### config.mk
export PLATFORM = sky130hd
export DESIGN_NAME = button_press_classifier_unit
export DESIGN_NICKNAME = d
export VERILOG_FILES = /design/src/bpc_pkg.sv /design/src/bpc_cfg.sv /design/src/bpc_core.sv /design/src/button_press_classifier_unit.sv
export SDC_FILE = /design/constraint.sdc
export NUM_CORES = 1
export LEC_CHECK = 0
export CAP_MARGIN = 10
export CORE_ASPECT_RATIO = 0.75
export CORE_MARGIN = 10
export CORE_UTILIZATION = 65
export DETAILED_ROUTE_END_ITERATION = 6
export DONT_BUFFER_PORTS = 1
export GPL_ROUTABILITY_DRIVEN = 1
export PLACE_DENSITY = 0.85
export SLEW_MARGIN = 0
export SYNTH_ARGS = -nofsm -noshare
export SYNTH_HDL_FRONTEND = slang
export SYNTH_SLANG_ARGS = --single-unit
### constraint.sdc
create_clock -name clk -period 9.7 [get_ports clk]
set_clock_uncertainty 0.15 [all_clocks]
set_input_delay 1.455 -clock clk [delete_from_list [all_inputs] [get_ports clk]]
set_output_delay 1.455 -clock clk [all_outputs]
set_load 0.01 [all_outputs]
### src/bpc_pkg.sv
`timescale 1ns / 1ps

package bpc_pkg;

  // Width of the internal time base; timestamps wrap modulo 2^STAMP_BITS.
  localparam int STAMP_BITS = 32;
  // Width of the saturating tap counter.
  localparam int COUNT_BITS = 4;
  // Fixed widths of the ports.
  localparam int NOW_BITS   = 32;
  localparam int CFG_BITS   = 16;
  localparam int INDEX_BITS = 2;

  typedef logic [STAMP_BITS-1:0] stamp_t;
  typedef logic [COUNT_BITS-1:0] count_t;
  typedef logic [CFG_BITS-1:0]   cfg_word_t;
  typedef logic [INDEX_BITS-1:0] index_t;

  localparam count_t COUNT_ONE = COUNT_BITS'(1);
  localparam count_t COUNT_MAX = {COUNT_BITS{1'b1}};

  // Register indexes of the configuration port.
  localparam index_t REG_DEBOUNCE   = INDEX_BITS'(0);
  localparam index_t REG_DOUBLE_TAP = INDEX_BITS'(1);
  localparam index_t REG_LONG_PRESS = INDEX_BITS'(2);

  localparam cfg_word_t DEBOUNCE_RESET   = CFG_BITS'(50);
  localparam cfg_word_t DOUBLE_TAP_RESET = CFG_BITS'(300);
  localparam cfg_word_t LONG_PRESS_RESET = CFG_BITS'(1000);

  typedef enum logic [1:0] {
    KIND_NONE   = 2'd0,
    KIND_NORMAL = 2'd1,
    KIND_DOUBLE = 2'd2,
    KIND_LONG   = 2'd3
  } kind_t;

  typedef struct packed {
    cfg_word_t debounce_ms;
    cfg_word_t double_tap_ms;
    cfg_word_t long_press_ms;
  } cfg_t;

  typedef struct packed {
    logic                button_level;
    logic [NOW_BITS-1:0] now_ms;
    logic                clear_request;
  } item_t;

  typedef struct packed {
    logic  press_latched;
    kind_t press_kind;
    logic  raw_level;
  } result_t;

  // Wrapping difference now - then.
  function automatic stamp_t elapsed(input stamp_t now, input stamp_t then_t);
    elapsed = now - then_t;
  endfunction

  // True when a wrapped interval is strictly longer than a 16-bit limit.
  function automatic logic exceeds(input stamp_t dt, input cfg_word_t limit);
    exceeds = dt > STAMP_BITS'(limit);
  endfunction

endpackage

### src/bpc_cfg.sv
`timescale 1ns / 1ps

module bpc_cfg (
  input  logic               clk,
  input  logic               rst,
  input  logic               cfg_write_enable,
  input  bpc_pkg::index_t    cfg_index,
  input  bpc_pkg::cfg_word_t cfg_data,
  output bpc_pkg::cfg_t      cfg
);
  import bpc_pkg::*;

  always_ff @(posedge clk) begin
    if (rst) begin
      cfg.debounce_ms   <= DEBOUNCE_RESET;
      cfg.double_tap_ms <= DOUBLE_TAP_RESET;
      cfg.long_press_ms <= LONG_PRESS_RESET;
    end else if (cfg_write_enable) begin
      case (cfg_index)
        REG_DEBOUNCE:   cfg.debounce_ms   <= cfg_data;
        REG_DOUBLE_TAP: cfg.double_tap_ms <= cfg_data;
        REG_LONG_PRESS: cfg.long_press_ms <= cfg_data;
        default: ;
      endcase
    end
  end

endmodule

### src/bpc_core.sv
`timescale 1ns / 1ps

module bpc_core (
  input  logic             clk,
  input  logic             rst,
  input  logic             advance,
  input  bpc_pkg::item_t   item,
  input  bpc_pkg::cfg_t    cfg,
  output bpc_pkg::result_t result
);
  import bpc_pkg::*;

  logic   held_down, held_down_next;
  logic   awaiting_window_end, awaiting_window_end_next;
  logic   latched_press, latched_press_next;
  kind_t  latched_kind, latched_kind_next;
  stamp_t last_edge_time, last_edge_time_next;
  stamp_t last_press_time, last_press_time_next;
  stamp_t last_release_time, last_release_time_next;
  count_t tap_count, tap_count_next;

  stamp_t now;
  logic   edge_ok;
  logic   window_over;
  logic   hold_long;

  assign now         = STAMP_BITS'(item.now_ms);
  assign edge_ok     = exceeds(elapsed(now, last_edge_time), cfg.debounce_ms);
  assign window_over = exceeds(elapsed(now, last_release_time), cfg.double_tap_ms);
  assign hold_long   = exceeds(elapsed(last_release_time, last_press_time),
                               cfg.long_press_ms);

  always_comb begin
    held_down_next           = held_down;
    awaiting_window_end_next = awaiting_window_end;
    last_edge_time_next      = last_edge_time;
    last_press_time_next     = last_press_time;
    last_release_time_next   = last_release_time;
    tap_count_next           = tap_count;
    // The clear acts before the sample is used.
    latched_press_next = item.clear_request ? 1'b0 : latched_press;
    latched_kind_next  = item.clear_request ? KIND_NONE : latched_kind;

    if (!item.button_level) begin
      if (!held_down && edge_ok) begin
        if (window_over) begin
          tap_count_next = COUNT_ONE;
        end else if (tap_count != COUNT_MAX) begin
          tap_count_next = tap_count + COUNT_ONE;
        end
        last_press_time_next = now;
        last_edge_time_next  = now;
        held_down_next       = 1'b1;
      end
    end else if (held_down) begin
      if (edge_ok) begin
        last_release_time_next   = now;
        last_edge_time_next      = now;
        held_down_next           = 1'b0;
        awaiting_window_end_next = 1'b1;
      end
    end else if (awaiting_window_end && window_over) begin
      awaiting_window_end_next = 1'b0;
      latched_press_next       = 1'b1;
      if (hold_long) begin
        latched_kind_next = KIND_LONG;
      end else if (tap_count > COUNT_ONE) begin
        latched_kind_next = KIND_DOUBLE;
      end else begin
        latched_kind_next = KIND_NORMAL;
      end
    end

    result.press_latched = latched_press_next;
    result.press_kind    = latched_kind_next;
    result.raw_level     = item.button_level;
  end

  always_ff @(posedge clk) begin
    if (rst) begin
      held_down           <= 1'b0;
      awaiting_window_end <= 1'b0;
      latched_press       <= 1'b0;
      latched_kind        <= KIND_NONE;
      last_edge_time      <= '0;
      last_press_time     <= '0;
      last_release_time   <= '0;
      tap_count           <= '0;
    end else if (advance) begin
      held_down           <= held_down_next;
      awaiting_window_end <= awaiting_window_end_next;
      latched_press       <= latched_press_next;
      latched_kind        <= latched_kind_next;
      last_edge_time      <= last_edge_time_next;
      last_press_time     <= last_press_time_next;
      last_release_time   <= last_release_time_next;
      tap_count           <= tap_count_next;
    end
  end

  // The latch flag and the kind are always set and cleared together.
  a_latch_kind: assert property (@(posedge clk) disable iff (rst)
    latched_press == (latched_kind != KIND_NONE))
    else $error("latched flag and press kind disagree");

  // A held button always has at least one counted tap.
  a_held_counted: assert property (@(posedge clk) disable iff (rst)
    held_down |-> (tap_count != '0))
    else $error("button held with zero tap count");

  // Every accepted release opens the repeat window.
  a_release_opens_window: assert property (@(posedge clk) disable iff (rst)
    (!$past(rst) && $fell(held_down)) |-> awaiting_window_end)
    else $error("release did not open the repeat window");

endmodule

### src/button_press_classifier_unit.sv
`timescale 1ns / 1ps

// Debounced push-button classifier with long-press and double-press detection.
//
// Input channel (in_valid / in_ready): one sample per transaction carrying the
// active-low button level, a wrapping millisecond timestamp and a clear flag.
// Output channel (out_valid / out_ready): exactly one result transaction per
// input transaction, in order, with the latched flag, press kind and raw level
// as they stand after that sample has been applied.
// Configuration: cfg_write_enable writes cfg_data into the register selected
// by cfg_index (0 debounce, 1 double-tap window, 2 long-press limit) at the
// clock edge; unknown indexes are ignored. Write only while the block is idle.
//
// A sample is first captured in the input register, then the state update and
// classification run in one pass and land in the output register. Throughput
// is one transaction per cycle while the receiver does not stall; the state
// feedback loop through the classifier is not pipelined.
// When the receiver stalls, the pending result holds and the input register can
// still take one more sample; after that in_ready drops until out_ready returns.
// Synchronous reset (rst) empties both registers, clears all press state and
// timestamps to zero and restores the configuration defaults (50, 300, 1000).

module button_press_classifier_unit (
  input  logic                             clk,
  input  logic                             rst,
  input  logic                             cfg_write_enable,
  input  bpc_pkg::index_t                  cfg_index,
  input  bpc_pkg::cfg_word_t               cfg_data,
  input  logic                             in_valid,
  output logic                             in_ready,
  input  logic                             button_level,
  input  logic [bpc_pkg::NOW_BITS-1:0]     now_ms,
  input  logic                             clear_request,
  output logic                             out_valid,
  input  logic                             out_ready,
  output logic                             press_latched,
  output logic [1:0]                       press_kind,
  output logic                             raw_level
);
  import bpc_pkg::*;

  cfg_t    cfg;
  item_t   stage_item;
  logic    stage_valid;
  logic    stage_go;
  logic    in_take;
  result_t result;
  result_t out_result;

  // The input register moves forward whenever the output register is empty
  // or is being emptied in the same cycle.
  assign stage_go = stage_valid && (!out_valid || out_ready);
  assign in_ready = !stage_valid || stage_go;
  assign in_take  = in_valid && in_ready;

  bpc_cfg u_cfg (
    .clk              (clk),
    .rst              (rst),
    .cfg_write_enable (cfg_write_enable),
    .cfg_index        (cfg_index),
    .cfg_data         (cfg_data),
    .cfg              (cfg)
  );

  bpc_core u_core (
    .clk     (clk),
    .rst     (rst),
    .advance (stage_go),
    .item    (stage_item),
    .cfg     (cfg),
    .result  (result)
  );

  // Input register.
  always_ff @(posedge clk) begin
    if (rst) begin
      stage_valid <= 1'b0;
    end else begin
      stage_valid <= in_take || (stage_valid && !stage_go);
    end
  end

  always_ff @(posedge clk) begin
    if (in_take) begin
      stage_item.button_level  <= button_level;
      stage_item.now_ms        <= now_ms;
      stage_item.clear_request <= clear_request;
    end
  end

  // Output register.
  always_ff @(posedge clk) begin
    if (rst) begin
      out_valid <= 1'b0;
    end else begin
      out_valid <= stage_go || (out_valid && !out_ready);
    end
  end

  always_ff @(posedge clk) begin
    if (stage_go) begin
      out_result <= result;
    end
  end

  assign press_latched = out_result.press_latched;
  assign press_kind    = out_result.press_kind;
  assign raw_level     = out_result.raw_level;

  // A sample that leaves the input register always produces a result next cycle.
  a_go_fills_output: assert property (@(posedge clk) disable iff (rst)
    stage_go |=> out_valid)
    else $error("processed sample did not reach the output register");

endmodule
Yosys cells after proc, flatten, opt, wreduce, memory -nomap -nowiden

Index checks and enable logic that the tools add are counted.

Register bits after elaboration: 193
Latch bits: 0
Memory bits (writable): 0
Bits in read-only memories: 0
Word-level logic and storage cells: 85
Memories kept: 0

$add $sub $neg: 4
Multiply operators: 0
Divide/modulo/power cells: 0
Magnitude comparators: 4
Equal/unequal tests: 6
Shift operators: 0
Muxes and demuxes: 23
Bitwise gates (word level): 1
Reductions and logical operators: 28

Operator list:

| kind                  | number |
|---|---|
| $mux W32              | 4 |
| $gt A32 B16 Y1        | 3 |
| $sub A32 B32 Y32      | 3 |
| $reduce_and A4 Y1     | 4 |
| $mux W2               | 6 |
| $mux W1               | 11 |
| $mux W4               | 2 |
| $reduce_and A2 Y1     | 4 |
| $logic_and A1 B1 Y1   | 6 |
| $reduce_bool A2 Y1    | 3 |
| $logic_not A1 Y1      | 5 |
| $add A4 B1 Y4 const B | 1 |
| $gt A4 B1 Y1 const B  | 1 |
| $logic_or A1 B1 Y1    | 4 |
| $ne A2 B1 Y1 const B  | 2 |
| $ne A4 B4 Y1 const B  | 1 |
| $reduce_and A3 Y1     | 1 |
| $eq A2 B1 Y1 const B  | 1 |
| $eq A2 B2 Y1 const B  | 1 |
| $logic_not A2 Y1      | 1 |
| $ne A2 B2 Y1 const B  | 1 |
| $not A1 Y1            | 1 |

Longest topological paths before layout

Depth after elaboration: 6
Gate-level depth with buffers: 25

Hierarchy

A second synthesis with hierarchy kept.

Cell total of the unflattened synthesis: 1820
Area, all modules: 14811.7 um2

By module, submodules not included:

| module                       | times used | cells each | area each (um2) |
|---|---|---|---|
| bpc_core                     | 1          | 1585       | 11621.1 |
| bpc_cfg                      | 1          | 187        | 1945.6 |
| button_press_classifier_unit | 1          | 48         | 1244.9 |

Least setup slack after synthesis

OpenSTA, ideal clock, no wires.

Path type: reg-to-reg
Start: register stage_item[1] (netlist name)
End: register out_result (netlist bit press_kind[0]), data pin
Arrival time: 5136 ps
Data required time: 9294 ps
Setup slack: 4158 ps
Stages on the path, launching flop included: 24
Buffers on the path: 1
Cell sequence: edfxtp_1 -> inv_1 -> ha_1 -> fa_1 -> nor2b_1 -> o211ai_1 -> a31oi_1 -> nand2b_1 -> a21oi_1 -> o21ai_0 -> xor2_1 -> ha_1 -> nand4_1 -> or4_1 -> or2_2 -> nor3b_1 -> a21oi_1 -> o2111ai_1 -> or4_1 -> nor4_2 -> or3_1 -> buf_4 -> a21oi_1 -> a31o_2

RTL lines:

| item                   | line                                | RTL |
|---|---|---|
| start: declaration     | button_press_classifier_unit.sv:43  | `item_t stage_item;` |
| end signal: assignment | button_press_classifier_unit.sv:102 | `out_result <= result;` |
| end: declaration       | button_press_classifier_unit.sv:48  | `result_t out_result;` |

==> reports/qor.log <==
[clocking] CTS Hold Buffers Added 0
[finish] Syn-to-layout area delta 5.02%
[synthesis] number of enable flip-flop cells after synthesis 38
[sta] hold violation total from the final report 0
[global_route] global-route wire length before repair 65100 um
[synthesis] most used standard cells in the synthesized netlist 202 x nand2_1, 179 x a21oi_1, 174 x inv_1, 164 x nor2_1, 155 x dfxtp_1
[route] ANT nets after route 0
[critical_path] required time of the critical path 9760 ps
[floorplanning] Initial Util 66.7%
[synthesis] top area cells in the synthesized netlist dfxtp_1 22%, ha_1 13%, edfxtp_1 8.0%
[synthesis] number of register bits inferred by synthesis 193
[job] max-cap violations 0
[sta] final worst-path cycle share 70.1%
[sta] worst slew pin tran 1220 ps
[global_route] via count of the first global-routing pass 12250
[synthesis] share of flip-flops with an asynchronous set or reset 0%
[global_route] initial antenna violation count 4
[placement] I/O Buffers 0
[critical_path] critical path peak fanout 9
[critical_path] arrival time worst endpoint 6850 ps
[finish] proportion of layout cells with a drive suffix above 1 3.45%
[synthesis] Yosys Warn Count 0
[floorplanning] overall die area 28300 um2
[synthesis] post-synth top area share 21.8%
[synthesis] share of synthesized cell area in and, or, nand and nor gates 18.1%
[synthesis] Mapped Nets 1978
[synthesis] share of the synthesized area in compound gates (AO/OA/AOI/OAI) 20.9%
[route] remaining design rule violation count 0
[synthesis] Synth area leader dfxtp_1
[sta] time the worst path needs with I/O delays and setup 6800 ps
[sta] final count of negative-setup-slack endpoints 0
[sta] RSZ-0062 raised after global routing no
[synthesis] main combinational cell family by area after synthesis compound AO/OA/AOI/OAI gates
[power] maximum resistive drop on vdd 0.000137 V
[critical_path] Setup CP Type reg2reg
[floorplanning] I/O pin count 63
[synthesis] Post-Synthesis Mean Instance Area 8.03 um2
[sta] worst slew slack as a fraction of its limit 17.7%
[synthesis] multiplexer share of the synthesized area 7.59%
[power] leakage power total 5.84 nW
[synthesis] sequential cell area fraction in the yosys report 29.8%
[synthesis] library cells used by synthesis 77
[synthesis] gate count after technology mapping 1774
[floorplanning] floorplan die width 191 um
[route] detailed-route via count 13101
[floorplanning] number of core rows 46
[placement] half-perimeter wire length after detailed placement 32200 um
[synthesis] cell area after synthesis 14300 um2
[sta] Max Slew Vio Count 0
[global_route] global-route total usage across every layer 28.6%
[power] post-layout total power 2.16 mW
[clocking] H-tree level count 4
[floorplanning] vertical extent of the die 148 um
[sta] Total Neg Setup Slack 0 ps
[clocking] Clk pin slew, worst setup/hold paths 80 ps
[route] Post-Route WL 41500 um
[route] WL per Instance 20.4 um
[power] power density over the cells 144 nW/um2
[clocking] Post-CTS Setup Repair Bufs 0
[clocking] CTS tree yes
[clocking] root buf cell clkbuf_16
[finish] Final Net Count 1932
[synthesis] Synth Area in Adders 13.1%
[synthesis] cell with the most instances after synthesis nand2_1
[sta] timing-limited maximum frequency 147 MHz
[critical_path] Critical Path Start Type flop
[floorplanning] core box area 21400 um2
[route] Iter 0 DRT Violations 1478
[min_path] worst hold-check path type reg2reg
[critical_path] CP Capture Type flop
[outcome] status completed
[clocking] total CTS buffers 17
[route] number of search-and-repair iterations in the first detailed-routing pass 6
[clocking] source-to-sink clock delay at the later pin of the worst-skew pair 460 ps
[route] routed vias/inst 6.45
[synthesis] XOR/XNOR Fraction of Synth Area 3.93%
[global_route] global route overflow 0
[clocking] number of gates resized after cts 0
[placement] routability-driven placement congestion ratio 1.00
[clocking] Max Root-Sink Buffers 2
[clocking] total clock sinks 193
[synthesis] most instantiated flip-flop cell in the synthesis netlist dfxtp_1
[global_route] maximum number of pins on one net before global-route repair 144
## report_power, final
group	switching, mW	internal (mW)
Combinational	0.331	0.218
Clock	0.366	0.367
Sequential	0.0319	0.848
## cells in the final DEF (no fill, tap or decap), types with 12 or more instances in the layout
cell       count
nand4_1       39
xor2_1        26
xnor2_1       38
o211ai_1      34
nand3_1       20
o21a_1        18
nand2_1      202
nor3_1        16
ha_1         144
inv_1        174
nand2b_1      12
dfxtp_1      155
edfxtp_1      38
a211oi_1      15
clkbuf_16     17
nor2_1       164
a21o_1        41
nor2b_1       12
mux2i_1      107
o21ai_0       75
or3_1         15
a31oi_1       15
a21oi_1      179
and3_1        13
## state kept, by name, summed over array words and instances, names as in the netlist, 2 cells and up
signal                    count
press_kind                    2
stage_item                   34
u_cfg.cfg                    48
u_core.last_edge_time        32
u_core.last_press_time       32
u_core.last_release_time     32
u_core.latched_kind           2
u_core.tap_count              4
## per-stage QoR
stage	utilization, %	area [um2]	instances	worst slack (ps)	hold slack (ps)
3_5_place_dp	67.3	14400	1997	3020	291
4_1_cts	70.1	15000	2029	2980	302
5_1_grt	70.1	15000	2029	2600	315
6_report	70.1	15000	2031	2900	304
3_3_place_gp	67.3	14400	1997	3110	288
2_1_floorplan	-	14300	1774	4160	286
## final timing paths
path	from	to	slack, ps	cells after the start
worst max-delay path	stage_item[1]	press_kind[0]	2900	22
worst min-delay path	u_cfg.cfg[13]	u_cfg.cfg[13]	300	2
worst max register to register	stage_item[1]	press_kind[0]	2900	22
worst min register to register	u_cfg.cfg[13]	u_cfg.cfg[13]	300	2
## cell families after synthesis
kind of cell	after synthesis
flip-flops	193
XOR/XNOR	64
AO/OA/AOI/OAI	467
AND/OR/NAND/NOR	552
buffers and inverters	243
adder cells (fa/ha/maj)	147
multiplexers	108
## routing by layer
| metal | share of wire, % | GRT usage, % |
|---|---|---|
| met2 | 41 | 41.2 |
| met4 | 1.7 | 6.91 |
| met3 | 11 | 9.91 |
| met1 | 46 | 39.8 |
| met5 | 0.048 | 0 |
## worst max-delay path, cell delays in order (launching register included)
cell and delay (ps):
edfxtp_1 410, inv_1 80, ha_1 230, fa_1 440, nor2b_1 200, o211ai_1 140, a31oi_1 510, nand2b_1 240
a21oi_1 110, o21ai_0 210, xor2_1 100, ha_1 320, nand4_1 150, or4_1 550, or2_2 360, nor3b_1 180
a21oi_1 150, o2111ai_1 130, or4_1 560, nor4_2 620, or3_1 350, a21oi_1 100, a31o_2 240
## cell type report
| cell class | instances | area (um2) |
|---|---|---|
| Fill cell | 1719 | 6380 |
| Multi-Input combinational cell | 1338 | 9080 |
| Antenna cell | 2 | 5.00 |
| Timing Repair Buffer | 4 | 30.0 |
| Clock buffer | 17 | 425 |
| Sequential cell | 193 | 4240 |
| Tap cell | 288 | 360 |
| Clock inverter | 15 | 170 |
| Inverter | 174 | 653 |
Note: power is estimated with default switching activity, not from simulation.
